**config.mk**
```make
export PLATFORM = sky130hd
export DESIGN_NAME = planar_rle24_run_decoder_top
export DESIGN_NICKNAME = d
export VERILOG_FILES = /design/src/rtl/core/prle24_pkg.sv /design/src/rtl/core/planar_rle24_run_decoder_top.sv /design/src/rtl/core/prle24_in_reg.sv /design/src/rtl/core/prle24_decode.sv /design/src/rtl/core/prle24_out_reg.sv
export SDC_FILE = /design/constraint.sdc
export NUM_CORES = 1
export LEC_CHECK = 0
export ABC_CLOCK_PERIOD_IN_PS = 9410
export BUFFER_PORTS_ARGS = -buffer_cell sky130_fd_sc_hd__buf_4
export CORE_UTILIZATION = 35
export CTS_CLUSTER_DIAMETER = 30
export DETAILED_ROUTE_END_ITERATION = 8
export GPL_TIMING_DRIVEN = 0
export SLEW_MARGIN = 20
export SYNTH_ARGS = -nofsm -noshare
export SYNTH_HDL_FRONTEND = slang
export SYNTH_SLANG_ARGS = --single-unit
```
**constraint.sdc**
```tcl
create_clock -name clk -period 9.41 [get_ports clk]
set_input_delay 1.4115 -clock clk [delete_from_list [all_inputs] [get_ports clk]]
set_output_delay 1.4115 -clock clk [all_outputs]
set_load 0.1 [all_outputs]
```
**src/rtl/core/prle24_pkg.sv**
```systemverilog
// Shared types and constants of the planar RLE24 run decoder.
package prle24_pkg;

	localparam int MAX_PIXELS = 16384;
	localparam int PIX_W = $clog2(MAX_PIXELS + 1);
	localparam int POS_W = 14;
	localparam int BYTE_W = 8;
	localparam int CFG_IDX_W = 1;
	localparam int CFG_DATA_W = 15;
	localparam int SKIP_W = 4;
	localparam int CH_W = 2;
	localparam int OUT_DATA_W = 32;
	localparam int OUT_USER_W = 4;

	localparam logic [CFG_IDX_W-1:0] CFG_PIXEL_COUNT = 1'd0;
	localparam logic [CFG_IDX_W-1:0] CFG_LEAD_SKIP = 1'd1;

	localparam logic [PIX_W-1:0] PIXEL_COUNT_RST = PIX_W'(MAX_PIXELS);
	localparam logic [SKIP_W-1:0] LEAD_SKIP_RST = 4'd4;

	localparam logic [BYTE_W-1:0] CTRL_REPEAT_MIN = 8'h80;
	localparam logic [BYTE_W-1:0] REPEAT_BIAS = 8'd125;
	localparam logic [CH_W-1:0] LAST_PLANE = 2'd2;

	typedef enum logic [2:0] {
		PH_DONE,
		PH_SKIP,
		PH_CTRL,
		PH_LIT,
		PH_REP,
		PH_DRAIN
	} phase_t;

	typedef struct packed {
		logic              valid;
		logic [BYTE_W-1:0] data_byte;
		logic              frame_start;
	} in_stage_t;

	typedef struct packed {
		logic advance;
		logic load;
	} step_ctl_t;

	typedef struct packed {
		logic [CH_W-1:0]   channel;
		logic [POS_W-1:0]  start_pixel;
		logic [BYTE_W-1:0] run_length;
		logic [BYTE_W-1:0] sample_value;
		logic              plane_end;
		logic              image_end;
		logic              overrun;
	} run_t;

endpackage

```
**src/rtl/core/planar_rle24_run_decoder_top.sv**
```systemverilog
// Top level of the planar RLE24 run decoder.
//
//   Channel   Direction  Payload
//   s_axis    in         one compressed byte, frame start flag
//   m_axis    out        one run: plane, start pixel, length, value, end and overrun flags
//   cfg       in         register index and write data
//
// Each byte passes an input register, then the decoder logic, then the result
// register, from which its run is offered. One byte is taken every cycle while
// results drain; a full result register stalls only bytes that make a run.
// Reset clears the control state and loads the register defaults: 16384 pixels
// per plane and four lead bytes.
module planar_rle24_run_decoder_top (
	input  logic                              clk,
	input  logic                              arst_n,
	input  logic                              s_axis_tvalid,
	output logic                              s_axis_tready,
	// Fields from bit 0: data_byte[7:0].
	input  logic [prle24_pkg::BYTE_W-1:0]     s_axis_tdata,
	// Fields from bit 0: frame_start.
	input  logic                              s_axis_tuser,
	output logic                              m_axis_tvalid,
	input  logic                              m_axis_tready,
	// Fields from bit 0: start_pixel[13:0], run_length[21:14], sample_value[29:22].
	output logic [prle24_pkg::OUT_DATA_W-1:0] m_axis_tdata,
	// Fields from bit 0: channel[1:0], plane_end[2], overrun[3].
	output logic [prle24_pkg::OUT_USER_W-1:0] m_axis_tuser,
	// The run completes the blue plane (image_end).
	output logic                              m_axis_tlast,
	input  logic                              cfg_valid,
	output logic                              cfg_ready,
	input  logic [prle24_pkg::CFG_IDX_W-1:0]  cfg_index,
	input  logic [prle24_pkg::CFG_DATA_W-1:0] cfg_data
);
	import prle24_pkg::*;

	in_stage_t stage;
	step_ctl_t ctl;
	run_t      run;
	logic      slot_free;

	prle24_in_reg u_in_reg (
		.clk           (clk),
		.arst_n        (arst_n),
		.s_axis_tvalid (s_axis_tvalid),
		.s_axis_tready (s_axis_tready),
		.s_axis_tdata  (s_axis_tdata),
		.s_axis_tuser  (s_axis_tuser),
		.ctl           (ctl),
		.stage         (stage)
	);

	prle24_decode u_decode (
		.clk       (clk),
		.arst_n    (arst_n),
		.cfg_valid (cfg_valid),
		.cfg_ready (cfg_ready),
		.cfg_index (cfg_index),
		.cfg_data  (cfg_data),
		.stage     (stage),
		.slot_free (slot_free),
		.ctl       (ctl),
		.run       (run)
	);

	prle24_out_reg u_out_reg (
		.clk           (clk),
		.arst_n        (arst_n),
		.ctl           (ctl),
		.run           (run),
		.slot_free     (slot_free),
		.m_axis_tvalid (m_axis_tvalid),
		.m_axis_tready (m_axis_tready),
		.m_axis_tdata  (m_axis_tdata),
		.m_axis_tuser  (m_axis_tuser),
		.m_axis_tlast  (m_axis_tlast)
	);

endmodule

```
**src/rtl/core/prle24_in_reg.sv**
```systemverilog
// Input register stage holding one compressed byte until the decoder takes it.
module prle24_in_reg (
	input  logic                          clk,
	input  logic                          arst_n,
	input  logic                          s_axis_tvalid,
	output logic                          s_axis_tready,
	input  logic [prle24_pkg::BYTE_W-1:0] s_axis_tdata,
	input  logic                          s_axis_tuser,
	input  prle24_pkg::step_ctl_t         ctl,
	output prle24_pkg::in_stage_t         stage
);
	import prle24_pkg::*;

	logic              valid_s1;
	logic [BYTE_W-1:0] data_s1;
	logic              fs_s1;
	logic              take;

	assign s_axis_tready = !valid_s1 || ctl.advance;
	assign take = s_axis_tvalid && s_axis_tready;

	always_ff @(posedge clk or negedge arst_n) begin
		if (!arst_n) begin
			valid_s1 <= 1'b0;
		end else if (take) begin
			valid_s1 <= 1'b1;
		end else if (ctl.advance) begin
			valid_s1 <= 1'b0;
		end
	end

	always_ff @(posedge clk) begin
		if (take) begin
			data_s1 <= s_axis_tdata;
			fs_s1 <= s_axis_tuser;
		end
	end

	assign stage.valid = valid_s1;
	assign stage.data_byte = data_s1;
	assign stage.frame_start = fs_s1;

endmodule

```
**src/rtl/core/prle24_decode.sv**
```systemverilog
// Decoder state, configuration registers and run computation for one byte.
module prle24_decode (
	input  logic                              clk,
	input  logic                              arst_n,
	input  logic                              cfg_valid,
	output logic                              cfg_ready,
	input  logic [prle24_pkg::CFG_IDX_W-1:0]  cfg_index,
	input  logic [prle24_pkg::CFG_DATA_W-1:0] cfg_data,
	input  prle24_pkg::in_stage_t             stage,
	input  logic                              slot_free,
	output prle24_pkg::step_ctl_t             ctl,
	output prle24_pkg::run_t                  run
);
	import prle24_pkg::*;

	logic [PIX_W-1:0]  pixel_count_q;
	logic [SKIP_W-1:0] lead_skip_q;

	phase_t            phase_q, phase_d;
	logic [SKIP_W-1:0] skip_q, skip_d;
	logic [CH_W-1:0]   plane_q, plane_d;
	logic [PIX_W-1:0]  pos_q, pos_d;
	logic [BYTE_W-1:0] lit_q, lit_d;
	logic [BYTE_W-1:0] rep_q, rep_d;

	logic [PIX_W-1:0]  cnt;
	logic [PIX_W-1:0]  avail;
	logic [BYTE_W-1:0] req;
	logic              over_req;
	logic [BYTE_W-1:0] len;
	logic [PIX_W-1:0]  pos_sum;
	logic              pend;
	logic [BYTE_W-1:0] lit_dec;
	logic              is_lit;
	logic              produces;
	logic [SKIP_W-1:0] skip_dec;
	logic [SKIP_W-1:0] lead_dec;
	logic              byte_is_rep;

	assign cfg_ready = 1'b1;

	always_ff @(posedge clk or negedge arst_n) begin
		if (!arst_n) begin
			pixel_count_q <= PIXEL_COUNT_RST;
			lead_skip_q <= LEAD_SKIP_RST;
		end else if (cfg_valid) begin
			unique case (cfg_index)
				CFG_PIXEL_COUNT: pixel_count_q <= cfg_data[PIX_W-1:0];
				CFG_LEAD_SKIP:   lead_skip_q <= cfg_data[SKIP_W-1:0];
				default: ;
			endcase
		end
	end

	// Effective plane size, with zero acting as one and a cap at the maximum.
	always_comb begin
		if (pixel_count_q == '0) begin
			cnt = PIX_W'(1);
		end else if (pixel_count_q > PIX_W'(MAX_PIXELS)) begin
			cnt = PIX_W'(MAX_PIXELS);
		end else begin
			cnt = pixel_count_q;
		end
	end

	assign is_lit = (phase_q == PH_LIT);
	assign lit_dec = lit_q - 8'd1;
	assign skip_dec = skip_q - 4'd1;
	assign lead_dec = lead_skip_q - 4'd1;
	assign byte_is_rep = (stage.data_byte >= CTRL_REPEAT_MIN);
	assign req = is_lit ? 8'd1 : rep_q;
	assign avail = (pos_q < cnt) ? (cnt - pos_q) : '0;
	assign over_req = {{(PIX_W-BYTE_W){1'b0}}, req} > avail;
	assign len = over_req ? avail[BYTE_W-1:0] : req;
	assign pos_sum = pos_q + {{(PIX_W-BYTE_W){1'b0}}, len};
	assign pend = (pos_sum >= cnt);

	assign produces = !stage.frame_start && (phase_q == PH_LIT || phase_q == PH_REP);
	assign ctl.advance = stage.valid && (slot_free || !produces);
	assign ctl.load = ctl.advance && produces;

	always_comb begin
		run.channel = plane_q;
		run.start_pixel = pos_q[POS_W-1:0];
		run.run_length = len;
		run.sample_value = stage.data_byte;
		run.plane_end = pend;
		run.image_end = pend && (plane_q >= LAST_PLANE);
		run.overrun = over_req || (pend && is_lit && (lit_dec != '0));
	end

	always_comb begin
		phase_d = phase_q;
		skip_d = skip_q;
		plane_d = plane_q;
		pos_d = pos_q;
		lit_d = lit_q;
		rep_d = rep_q;
		if (stage.frame_start) begin
			plane_d = '0;
			pos_d = '0;
			lit_d = '0;
			rep_d = '0;
			if (lead_skip_q != '0) begin
				skip_d = lead_dec;
				phase_d = (lead_dec != '0) ? PH_SKIP : PH_CTRL;
			end else begin
				skip_d = '0;
				if (byte_is_rep) begin
					rep_d = stage.data_byte - REPEAT_BIAS;
					phase_d = PH_REP;
				end else begin
					lit_d = stage.data_byte + 8'd1;
					phase_d = PH_LIT;
				end
			end
		end else begin
			unique case (phase_q)
				PH_SKIP: begin
					skip_d = skip_dec;
					if (skip_dec == '0) begin
						phase_d = PH_CTRL;
					end
				end
				PH_CTRL: begin
					if (byte_is_rep) begin
						rep_d = stage.data_byte - REPEAT_BIAS;
						phase_d = PH_REP;
					end else begin
						lit_d = stage.data_byte + 8'd1;
						phase_d = PH_LIT;
					end
				end
				PH_LIT, PH_REP: begin
					if (is_lit) begin
						lit_d = lit_dec;
						phase_d = (lit_dec != '0) ? PH_LIT : PH_CTRL;
					end else begin
						phase_d = PH_CTRL;
					end
					if (pend) begin
						pos_d = '0;
						if (plane_q >= LAST_PLANE) begin
							phase_d = PH_DONE;
						end else begin
							plane_d = plane_q + 2'd1;
							if (is_lit && lit_dec != '0) begin
								phase_d = PH_DRAIN;
							end
						end
					end else begin
						pos_d = pos_sum;
					end
				end
				PH_DRAIN: begin
					lit_d = lit_dec;
					if (lit_dec == '0) begin
						phase_d = PH_CTRL;
					end
				end
				default: ;
			endcase
		end
	end

	always_ff @(posedge clk or negedge arst_n) begin
		if (!arst_n) begin
			phase_q <= PH_DONE;
			skip_q <= '0;
			plane_q <= '0;
			pos_q <= '0;
			lit_q <= '0;
			rep_q <= '0;
		end else if (ctl.advance) begin
			phase_q <= phase_d;
			skip_q <= skip_d;
			plane_q <= plane_d;
			pos_q <= pos_d;
			lit_q <= lit_d;
			rep_q <= rep_d;
		end
	end

endmodule

```
**src/rtl/core/prle24_out_reg.sv**
```systemverilog
// Result register that holds one run until the downstream side takes it.
module prle24_out_reg (
	input  logic                              clk,
	input  logic                              arst_n,
	input  prle24_pkg::step_ctl_t             ctl,
	input  prle24_pkg::run_t                  run,
	output logic                              slot_free,
	output logic                              m_axis_tvalid,
	input  logic                              m_axis_tready,
	output logic [prle24_pkg::OUT_DATA_W-1:0] m_axis_tdata,
	output logic [prle24_pkg::OUT_USER_W-1:0] m_axis_tuser,
	output logic                              m_axis_tlast
);
	import prle24_pkg::*;

	logic valid_s2;
	run_t run_s2;

	assign slot_free = !valid_s2 || m_axis_tready;

	always_ff @(posedge clk or negedge arst_n) begin
		if (!arst_n) begin
			valid_s2 <= 1'b0;
		end else if (ctl.load) begin
			valid_s2 <= 1'b1;
		end else if (m_axis_tready) begin
			valid_s2 <= 1'b0;
		end
	end

	always_ff @(posedge clk) begin
		if (ctl.load) begin
			run_s2 <= run;
		end
	end

	assign m_axis_tvalid = valid_s2;
	assign m_axis_tdata = {{(OUT_DATA_W-POS_W-2*BYTE_W){1'b0}},
		run_s2.sample_value, run_s2.run_length, run_s2.start_pixel};
	assign m_axis_tuser = {run_s2.overrun, run_s2.plane_end, run_s2.channel};
	assign m_axis_tlast = run_s2.image_end;

endmodule
```
==> qor.csv, run 1 <==
metric,value,unit
nFillCells,1859,
cts_sinks,105,
cts_buffer_depth,2,
maxSlewViolCount,0,
pin_count,70,
crit_type,flop to flop,
grt_max_degree,62,
synth_top_area_cell,dfrtp_1,
synth-seq-area-share,41.7,%
cpPeakStageDelay,0.61,ns
fin_crit_sh,91.9,%
cp.arrival,8.86,ns
grt_first_pass_wirelength,27.7,mm
port_buffers,66,
hold_depth,0,
crit_family,compound AO/OA/AOI/OAI gates,
syn_area,6840,sq um
maxCapViolations,0,
synth_edf_count,44,
leakage,3.48,nW
hold_path_class,flop to flop,
cp_slowest_cell,dfstp_2,
hold_viol,0,
cts-root-buf,clkbuf_16,
cts_buffers,9,
critPathLaunch,u_decode.pixel_count_q[14],
grt_pass1_vias,5294,
cp_data_required_time,9.62,ns
cts_tree,yes,
htreeDepth,3,
ys_warn_count,0,
antenna_found_initial,0,
setup_tns,0,ns
rsz0062_at_grt,false,
crit_buf_inv,8,
syn_inst,705,
area_growth,17.4,%
post-route-util,42.4,%
period_needed,8.65,ns
synth_top_area_share,21.6,%
cp_num_cells,40,
vias_per_cell,5.24,
regToRegStartpoint,u_decode.pixel_count_q[14],
finClkSkew,0.00902,ns
grt_usage,17.9,%
wirelength,16.9,mm
gp_congestion,0.901,
nets,867,
die_area,20100,sq um
final_cell_mix,"buf_4 (70), nand2_1 (69), dfrtp_1 (59)",
powerDensity,296,nW/um^2
drt_iter0_markers,251,
drive_gt1_share,18.3,%
clock.fmax,116,MHz
antenna_cells,0,
ir_drop,128,uV
whs,0.470,ns
core,19000,sq um
end_kind,flop,
slew_headroom,26.8,%
hp-start,u_in_reg.data_s1[2],
critPathMaxFanout,10,
final_common_cell,buf_4,
grt-ovfl-total,0,
drt_first_pass_iters,5,
regArea,2850,sq um
die_w,142,um
multi_input_area,3690,sq um
ys_ff_latch,105,
via_count,5488,
hold_buffers,0,
start_util,36.1,%
drc,0,
final-setup-viol-count,0,
avgRoutedWirePerCell,16.1,um
crit_path_start_kind,flop,
num_rows,50,
clk_latency,0.37,ns
post_cts_buffers,0,
avgSynthCellArea,9.70,sq um
tightest_slew,1.10,ns
async_flop_share,58.1,%
path_clk_slew,0.08,ns
detail-route-antenna-nets,0,
dp_hpwl,12.9,mm
yosysUniqueCellTypes,69,
synth_area_leaders,"dfrtp_1 (22%), edfxtp_1 (19%), ha_1 (9.5%), mux2_2 (4.6%), nand2_1 (3.8%)",
r2r_cells,40,
synthFlopType,dfrtp_1,
status,"finished, final reports clean",
die_y,142,um
==> registers in the layout, indices dropped and copies added, names as in the netlist, 2 cells and up <==
| signal | count |
|---|---|
| u_decode.lead_skip_q | 4 |
| u_decode.lit_q | 8 |
| u_decode.phase_q | 3 |
| u_decode.pixel_count_q | 15 |
| u_decode.plane_q | 2 |
| u_decode.pos_q | 15 |
| u_decode.rep_q | 8 |
| u_decode.skip_q | 4 |
| u_in_reg.data_s1 | 8 |
| u_out_reg.m_axis_tdata | 30 |
| u_out_reg.m_axis_tuser | 4 |
==> layer usage <==
layer	routed length, um	vias up	GRT usage [%]	share of wire [%]
li1	-	2735	-	-
met1	7930	2640	23.7	47
met2	8070	94	29.5	48
met3	610	19	2.53	3.6
met4	316	0	7.07	1.9
met5	0	-	0	0
==> kinds of logic (layout without fill, tap and decap cells) <==
logic type	Yosys count	count (layout)	synth area share, %
simple gates	223	223	16.4
compound gates	178	178	17.9
flops	105	105	41.7
buf+inv	82	164	4.98
fa+ha+maj	54	54	10.1
xor+xnor	32	32	4.10
mux	29	29	4.76
other cells	2	3	0.110
==> per-stage QoR <==
stage / instances / power (W) / setup slack [ns] / area, sq um
2_1_floorplan: 706 / 0.00166 / 1.84 / 6840
3_3_place_gp: 1032 / 0.00196 / -0.176 / 7660
3_5_place_dp: 1033 / 0.00197 / -0.123 / 7690
4_1_cts: 1049 / 0.00238 / 0.0938 / 8000
5_1_grt: 1048 / 0.00256 / 0.0506 / 8030
6_report: 1048 / 0.00238 / 0.762 / 8030
==> final timing paths <==
kind	endpoint	slack, ns
worst max-delay path	u_decode.pos_q[4]	0.76
worst min-delay path	u_out_reg.m_axis_tdata[24]	0.47
worst max register to register	u_decode.pos_q[4]	0.76
worst min register to register	u_out_reg.m_axis_tdata[24]	0.47
max in group asynchronous	u_decode.pixel_count_q[8]	7.73
min in group asynchronous	u_decode.lit_q[0]	1.13
==> final cells by class <==
type	count	area share (%)
multi-input cells	519	46.0
clock inverters	7	0.950
plain buffers	27	1.70
flip-flops and latches	105	35.5
repair buffers	67	6.51
well taps	260	4.05
inverters	54	2.52
clock buffers	9	2.80
==> worst register-to-register path, delay by kind of cell, from the launching register on <==
| kind | cells | cell delay (ns) |
|---|---|---|
| compound gates | 17 | 3.41 |
| buf+inv | 8 | 1.65 |
| fa+ha+maj | 5 | 1.59 |
| simple gates | 9 | 1.13 |
| flops | 1 | 0.61 |
| xor+xnor | 1 | 0.10 |
==> power by group <==
| group | internal [W] | switching [W] |
|---|---|---|
| registers | 0.000588 | 0.0000783 |
| clock network | 0.000190 | 0.000200 |
| logic | 0.000491 | 0.000828 |
| total | 0.00127 | 0.00111 |
==> Yosys cell counts (5+ instances only) <==
master,count
nand2b_1,15
nand2_1,69
o31a_1,6
and3_1,6
nand3_1,16
a22o_1,9
a21o_1,10
xor2_1,14
xnor2_1,18
dfrtp_1,59
or3_1,7
nand4_1,13
o22ai_1,7
o221ai_1,10
edfxtp_1,44
a31oi_1,7
a21oi_1,39
nor3_1,17
nor2b_1,8
o21a_1,10
inv_1,53
o21ai_0,29
nand3b_1,5
clkbuf_1,19
nor4_1,5
mux2_2,28
ha_1,52
o21ai_1,13
or2_2,6
nor2_1,40
==> what timing repair did <==
| action | 4_1_cts | 5_1_grt |
|---|---|---|
| gates resized for setup | 2 | 8 |
| pin swaps | 0 | 0 |
| cloned | 0 | 0 |
| setup endpoints to repair | 20 | 23 |
Power figures use the tool's default switching activity.
==> run 2, diff against run 1 <==
ABC_CLOCK_PERIOD_IN_PS = 10000   (was 9410)
clock period = 10 ns   (was 9.41 ns; I/O delays follow)
==> run 2 against run 1 <==
  * Critical path depth increased by 2
  * Clock power is 5.6% lower
  * Combinational power shrank 7%
  * Non-clock buffer count rose by 1
  * Flip-flop and latch count unchanged
==> qor.csv, run 2 (synthesis results as in run 1) <==
metric,value,unit,change
instances_no_fill,1049,,"was 1,048"
crit_buf_inv,9,,was 8
grt-ovfl-total,0,,unchanged
whs,0.472,ns,was 0.470 ns
total_power,0.00222,W,was 0.00238 W
tightest_slew,1.10,ns,about the same
avgRoutedWirePerCell,16.2,um,was 16.1 um
drt_first_pass_iters,5,,unchanged
timing.rr.end,u_decode.pos_q[4],,unchanged
crit_path_start_kind,flop,,unchanged
core,19000,sq um,unchanged
period_needed,9.15,ns,was 8.65 ns
hold_viol,0,,unchanged
finClkSkew,0.00954,ns,was 0.00902 ns
area_growth,17.0,%,was 17.4%
critPathMaxFanout,10,,unchanged
cts-root-buf,clkbuf_16,,unchanged
setup_tns,0,ns,unchanged
crit_top_cell,clkbuf_1,,
status,"finished, final reports clean",,unchanged
num_rows,50,,unchanged
hold_path_class,flop to flop,,unchanged
cp.arrival,9.36,ns,was 8.86 ns
fin_crit_sh,91.5,%,was 91.9%
port_buffers,66,,unchanged
cp_num_cells,42,,was 40
place_area,7690,sq um,unchanged
leakage,3.45,nW,was 3.48 nW
nFillCells,1856,,"was 1,859"
cts_sinks,105,,unchanged
clk_latency,0.37,ns,about the same
r2r_cells,42,,was 40
powerDensity,278,nW/um^2,was 296 nW/um^2
grt_usage,17.9,%,about the same
cts_buffer_depth,2,,unchanged
regToRegStartpoint,u_decode.pixel_count_q[14],,unchanged
antenna_cells,0,,unchanged
post_cts_buffers,0,,unchanged
final_cell_mix,"buf_4 (70), nand2_1 (69), dfrtp_1 (59)",,unchanged
ir_drop,121,uV,was 128 uV
grt_max_degree,62,,unchanged
die_area,20100,sq um,unchanged
antenna_found_initial,0,,unchanged
clock.fmax,109,MHz,was 116 MHz
start_util,36.1,%,unchanged
dpl.cell_count,1033,,unchanged
maxCapViolations,0,,unchanged
fin_area,8010,sq um,was 8030 sq um
cp_data_required_time,10.21,ns,was 9.62 ns
nets,868,,was 867
critPathLaunch,u_decode.pixel_count_q[14],,unchanged
drc,0,,unchanged
detail-route-antenna-nets,0,,unchanged
regArea,2850,sq um,unchanged
cts_tree,yes,,unchanged
dp_hpwl,12.9,mm,unchanged
gp_congestion,0.901,,unchanged
pin_count,70,,unchanged
crit_type,flop to flop,,unchanged
cp_slowest_cell,dfstp_2,,unchanged
grt_first_pass_wirelength,27.6,mm,was 27.7 mm
die_y,142,um,unchanged
slew_headroom,26.9,%,was 26.8%
maxSlewViolCount,0,,unchanged
vias_per_cell,5.25,,was 5.24
rsz0062_at_grt,false,,unchanged
grt_pass1_vias,5283,,"was 5,294"
cpPeakStageDelay,0.61,ns,about the same
drt_iter0_markers,243,,was 251
wirelength,17.0,mm,was 16.9 mm
cts_buffers,9,,unchanged
largest_reg_flops,30,,unchanged
endpoint,u_decode.pos_q[4],,unchanged
via_count,5510,,"was 5,488"
crit_family,compound AO/OA/AOI/OAI gates,,unchanged
r2r_slack,0.85,ns,was 0.76 ns
drive_gt1_share,17.9,%,was 18.3%
die_w,142,um,unchanged
htreeDepth,3,,unchanged
hold_depth,0,,unchanged
final-setup-viol-count,0,,unchanged
multi_input_area,3670,sq um,was 3690 sq um
path_clk_slew,0.08,ns,about the same
end_kind,flop,,unchanged
hold_buffers,0,,unchanged
final_common_cell,buf_4,,unchanged
[run 2: worst min-delay path by stage]
stage                        start                          to  slack [ns]
6_report       u_in_reg.data_s1[2]  u_out_reg.m_axis_tdata[24]        0.47
5_1_grt        u_in_reg.data_s1[2]  u_out_reg.m_axis_tdata[24]        0.48
4_1_cts        u_in_reg.data_s1[2]  u_out_reg.m_axis_tdata[24]        0.46
3_5_place_dp   u_in_reg.data_s1[2]  u_out_reg.m_axis_tdata[24]        0.44
3_3_place_gp   u_in_reg.data_s1[2]  u_out_reg.m_axis_tdata[24]        0.44
2_1_floorplan  u_in_reg.data_s1[2]  u_out_reg.m_axis_tdata[24]        0.42
[run 2: area by class of cell]
class                   instances  share of cell area [%]
clock buffers                   9                    2.81
plain buffers                  28                    1.72
well taps                     260                    4.06
multi-input cells             519                    45.8
repair buffers                 67                    6.53
inverters                      54                    2.53
clock inverters                 7                   0.953
flip-flops and latches        105                    35.6
[run 2: per-stage QoR]
stage | worst slack (ns) | util (%)
detailed placement | 0.467 | 40.6
finish | 0.853 | 42.2
CTS | 0.384 | 42.2
floorplan | 2.43 | -
global placement | 0.414 | 40.4
global route | 0.0526 | 42.2
[run 2: metal layers]
layer / vias up / share of wire, % / global-route usage, %
met4: 0 / 1.9 / 7.07
met2: 108 / 48 / 29.3
met1: 2647 / 47 / 23.7
li1: 2737 / - / -
met3: 18 / 4.0 / 2.53
met5: - / 0 / 0
[run 2: report_power, final]
group | internal [W] | switching [W]
registers | 0.000553 | 0.0000735
logic | 0.000458 | 0.000773
clock network | 0.000179 | 0.000189
[run 2: what timing repair did]
item	4_1_cts	5_1_grt
endpoints found under the setup margin	0	23
resized for setup	0	3
endpoints found under the hold margin	0	0
==> run 3, diff against run 2 <==
ABC_AREA = 1   (was not set)
==> run 3 against run 2 <==
  * Non-clock buffer count shrank 11
  * Die area shrank 1.2%
  * Hold slack lost 0.012 ns
  * Final cell count grew 12%
  * Utilization shrank 0.14 points
  * Wire length shrank 8.6%
  * Synthesized cell count grew 18%
  * Global-route usage shrank 1.1 points
  * Clock power grew 3%
  * First-iteration DRC count grew 66%
==> qor.csv, run 3 <==
metric,value,unit,change
avgRoutedWirePerCell,13.2,um,was 16.2 um
cpPeakStageDelay,0.52,ns,was 0.61 ns
num_rows,50,,unchanged
cts_sinks,105,,unchanged
critPathLaunch,u_decode.pixel_count_q[5],,was u_decode.pixel_count_q[14]
dp_hpwl,12.3,mm,was 12.9 mm
die_area,19900,sq um,"was 20,100 sq um"
synth-seq-area-share,42.2,%,was 41.7%
htreeDepth,3,,unchanged
total_power,0.00215,W,was 0.00222 W
cts_buffers,9,,unchanged
hold_path_class,flop to flop,,unchanged
gp_congestion,0.914,,was 0.901
largest_reg_flops,30,,unchanged
slew_headroom,46.4,%,was 26.9%
leakage,3.97,nW,was 3.45 nW
drc,0,,unchanged
clock.fmax,117,MHz,was 109 MHz
post_cts_buffers,0,,unchanged
powerDensity,271,nW/um^2,was 278 nW/um^2
p_comb_share,53.7,%,was 55.3%
fin_area,7930,sq um,was 8010 sq um
port_buffers,66,,unchanged
start_util,35.9,%,was 36.1%
maxSlewViolCount,0,,unchanged
status,"finished, final reports clean",,unchanged
nets,995,,was 868
hold_viol,0,,unchanged
syn_inst,832,,was 705
drive_gt1_share,12.6,%,was 17.9%
grt_usage,16.8,%,was 17.9%
final_common_cell,nand2_1,,was buf_4
seq_power_share,28.6,%,was 28.2%
grt_pass1_vias,5497,,"was 5,283"
cts_buffer_depth,2,,unchanged
gr-usage-met3,2.24,%,was 2.53%
synth.most_common_cell,nand2_1,,unchanged
avgSynthCellArea,8.12,sq um,was 9.70 sq um
hold_buffers,0,,unchanged
ys_ff_latch,105,,unchanged
die_y,141,um,was 142 um
nFillCells,1951,,"was 1,856"
synth_top_cells_by_count,"nand2_1 (168), inv_1 (131), nor2_1 (84)",,"was nand2_1 (69), dfrtp_1 (59), inv_1 (53)"
cts_tree,yes,,unchanged
setup_tns,0,ns,unchanged
grt_first_pass_wirelength,26.4,mm,was 27.6 mm
dp_slack,1.44,ns,was 0.467 ns
synthFlopType,dfrtp_1,,unchanged
synth_edf_count,44,,unchanged
crit_top_cell,nand2_1,,was clkbuf_1
post_cts_resized,0,,unchanged
crit_buf_inv,6,,was 9
drt_iter0_markers,404,,was 243
antenna_cells,0,,unchanged
p_switching,0.00100,W,was 0.00103 W
period_needed,8.56,ns,was 9.15 ns
crit_type,flop to flop,,unchanged
synth_area_leaders,"dfrtp_1 (22%), edfxtp_1 (20%), ha_1 (9.6%), nand2_1 (9.3%), inv_1 (7.3%)",,"was dfrtp_1 (22%), edfxtp_1 (19%), ha_1 (9.5%), mux2_2 (4.6%), nand2_1 (3.8%)"
via_count,5576,,"was 5,510"
drt_first_pass_iters,5,,unchanged
cp_slowest_cell,nor2_1,,was dfstp_2
hp-start,u_decode.pos_q[13],,was u_in_reg.data_s1[2]
grtUsageMet2,26.6,%,was 29.3%
detail-route-antenna-nets,0,,unchanged
async_flop_share,58.1,%,unchanged
grt-ovfl-total,0,,unchanged
path_clk_slew,0.07,ns,was 0.08 ns
final-setup-viol-count,0,,unchanged
vias_per_cell,4.74,,was 5.25
cp.arrival,8.83,ns,was 9.36 ns
rsz0062_at_grt,false,,unchanged
cp_data_required_time,10.27,ns,was 10.21 ns
internal-power,0.00115,W,was 0.00119 W
place_area,7610,sq um,was 7690 sq um
whs,0.460,ns,was 0.472 ns
critPathMaxFanout,10,,unchanged
fin_ws,1.44,ns,was 0.853 ns
crit_path_start_kind,flop,,unchanged
swShare,46.6,%,was 46.5%
crit_family,simple AND/OR/NAND/NOR gates,,was compound AO/OA/AOI/OAI gates
regToRegStartpoint,u_decode.pixel_count_q[5],,was u_decode.pixel_count_q[14]
ys_warn_count,0,,unchanged
grt_busiest_layer,met2,,unchanged
grt_max_degree,62,,unchanged
pin_count,70,,unchanged
end_kind,flop,,unchanged
synth_top_area_share,21.9,%,was 21.6%
syn_area,6760,sq um,was 6840 sq um
clock_power_share,17.7,%,was 16.5%
die_w,141,um,was 142 um
cts-root-buf,clkbuf_16,,unchanged
maxCapViolations,0,,unchanged
ir_drop,108,uV,was 121 uV
yosysUniqueCellTypes,43,,was 69
fin_crit_sh,85.6,%,was 91.5%
finClkSkew,0.00773,ns,was 0.00954 ns
clk_latency,0.35,ns,was 0.37 ns
grtUsageMet1,23.9,%,was 23.7%
core,18800,sq um,"was 19,000 sq um"
wirelength,15.5,mm,was 17.0 mm
synth_top_area_cell,dfrtp_1,,unchanged
final_cell_mix,"nand2_1 (168), inv_1 (130), nor2_1 (84)",,"was buf_4 (70), nand2_1 (69), dfrtp_1 (59)"
antenna_found_initial,0,,unchanged
tightest_slew,0.804,ns,was 1.10 ns
area_growth,17.3,%,was 17.0%
## run 3: stage by stage
stage	util [%]	instances
after floorplan	-	833
after global placement	40.3	1159
after detailed placement	40.4	1160
after CTS	42.1	1176
after global routing	42.1	1176
final	42.1	1176
## run 3: worst paths after layout
check / end / slack (ns) / cells past startpoint
hold / removal: u_out_reg.m_axis_tdata[13] / 0.46 / 0
min in group asynchronous: u_decode.lit_q[2] / 1.23 / 1
hold reg to reg: u_out_reg.m_axis_tdata[13] / 0.46 / 0
setup reg to reg: u_decode.pos_q[5] / 1.44 / 46
max in group asynchronous: u_decode.pos_q[9] / 8.23 / 1
setup / recovery: u_decode.pos_q[5] / 1.44 / 46
## run 3: cell type report
type | instances | area, sq um | share of cell area [%]
Sequential cell | 105 | 2850 | 36.0
Clock buffer | 9 | 225 | 2.84
Inverter | 131 | 492 | 6.20
Timing Repair Buffer | 67 | 523 | 6.60
Clock inverter | 7 | 93.8 | 1.18
Tap cell | 260 | 325 | 4.10
Multi-Input combinational cell | 580 | 3330 | 42.1
Buffer | 17 | 82.6 | 1.04
## run 3: worst reg2reg max path: cells and delay by family (launching register included)
kind	cells	cell delay, ns
AO/OA/AOI/OAI	9	1.94
buffers and inverters	6	0.63
adder cells (fa/ha/maj)	5	1.64
XOR/XNOR	2	0.36
AND/OR/NAND/NOR	24	3.44
flip-flops	1	0.46
## run 3: kinds of logic (layout without fill, tap and decap cells)
kind of cell,Yosys count,in the layout,synth area share [%]
muxes,8,8,1.33
other,2,3,0.111
buffers and inverters,148,231,8.50
DFF,105,105,42.2
adders and majority gates,54,54,10.2
and+or+nand+nor,347,347,22.4
xor gates and xnor gates,30,30,3.89
AOI/OAI and AO/OA,138,138,11.3
## run 3: power by group through the flow
| stage | clock, W | sequential [W] | combinational (W) |
|---|---|---|---|
| after floorplan | 0 | 0.000743 | 0.000762 |
| after global placement | 0 | 0.000624 | 0.00113 |
| after detailed placement | 0 | 0.000624 | 0.00115 |
| after CTS | 0.000390 | 0.000616 | 0.00116 |
| after global routing | 0.000406 | 0.000627 | 0.00132 |
| final | 0.000380 | 0.000616 | 0.00115 |
## run 3: metal layers
layer	up-vias	wire (um)
met3	14	517
li1	2881	-
met1	2575	7860
met4	0	200
met2	106	6930
met5	-	0
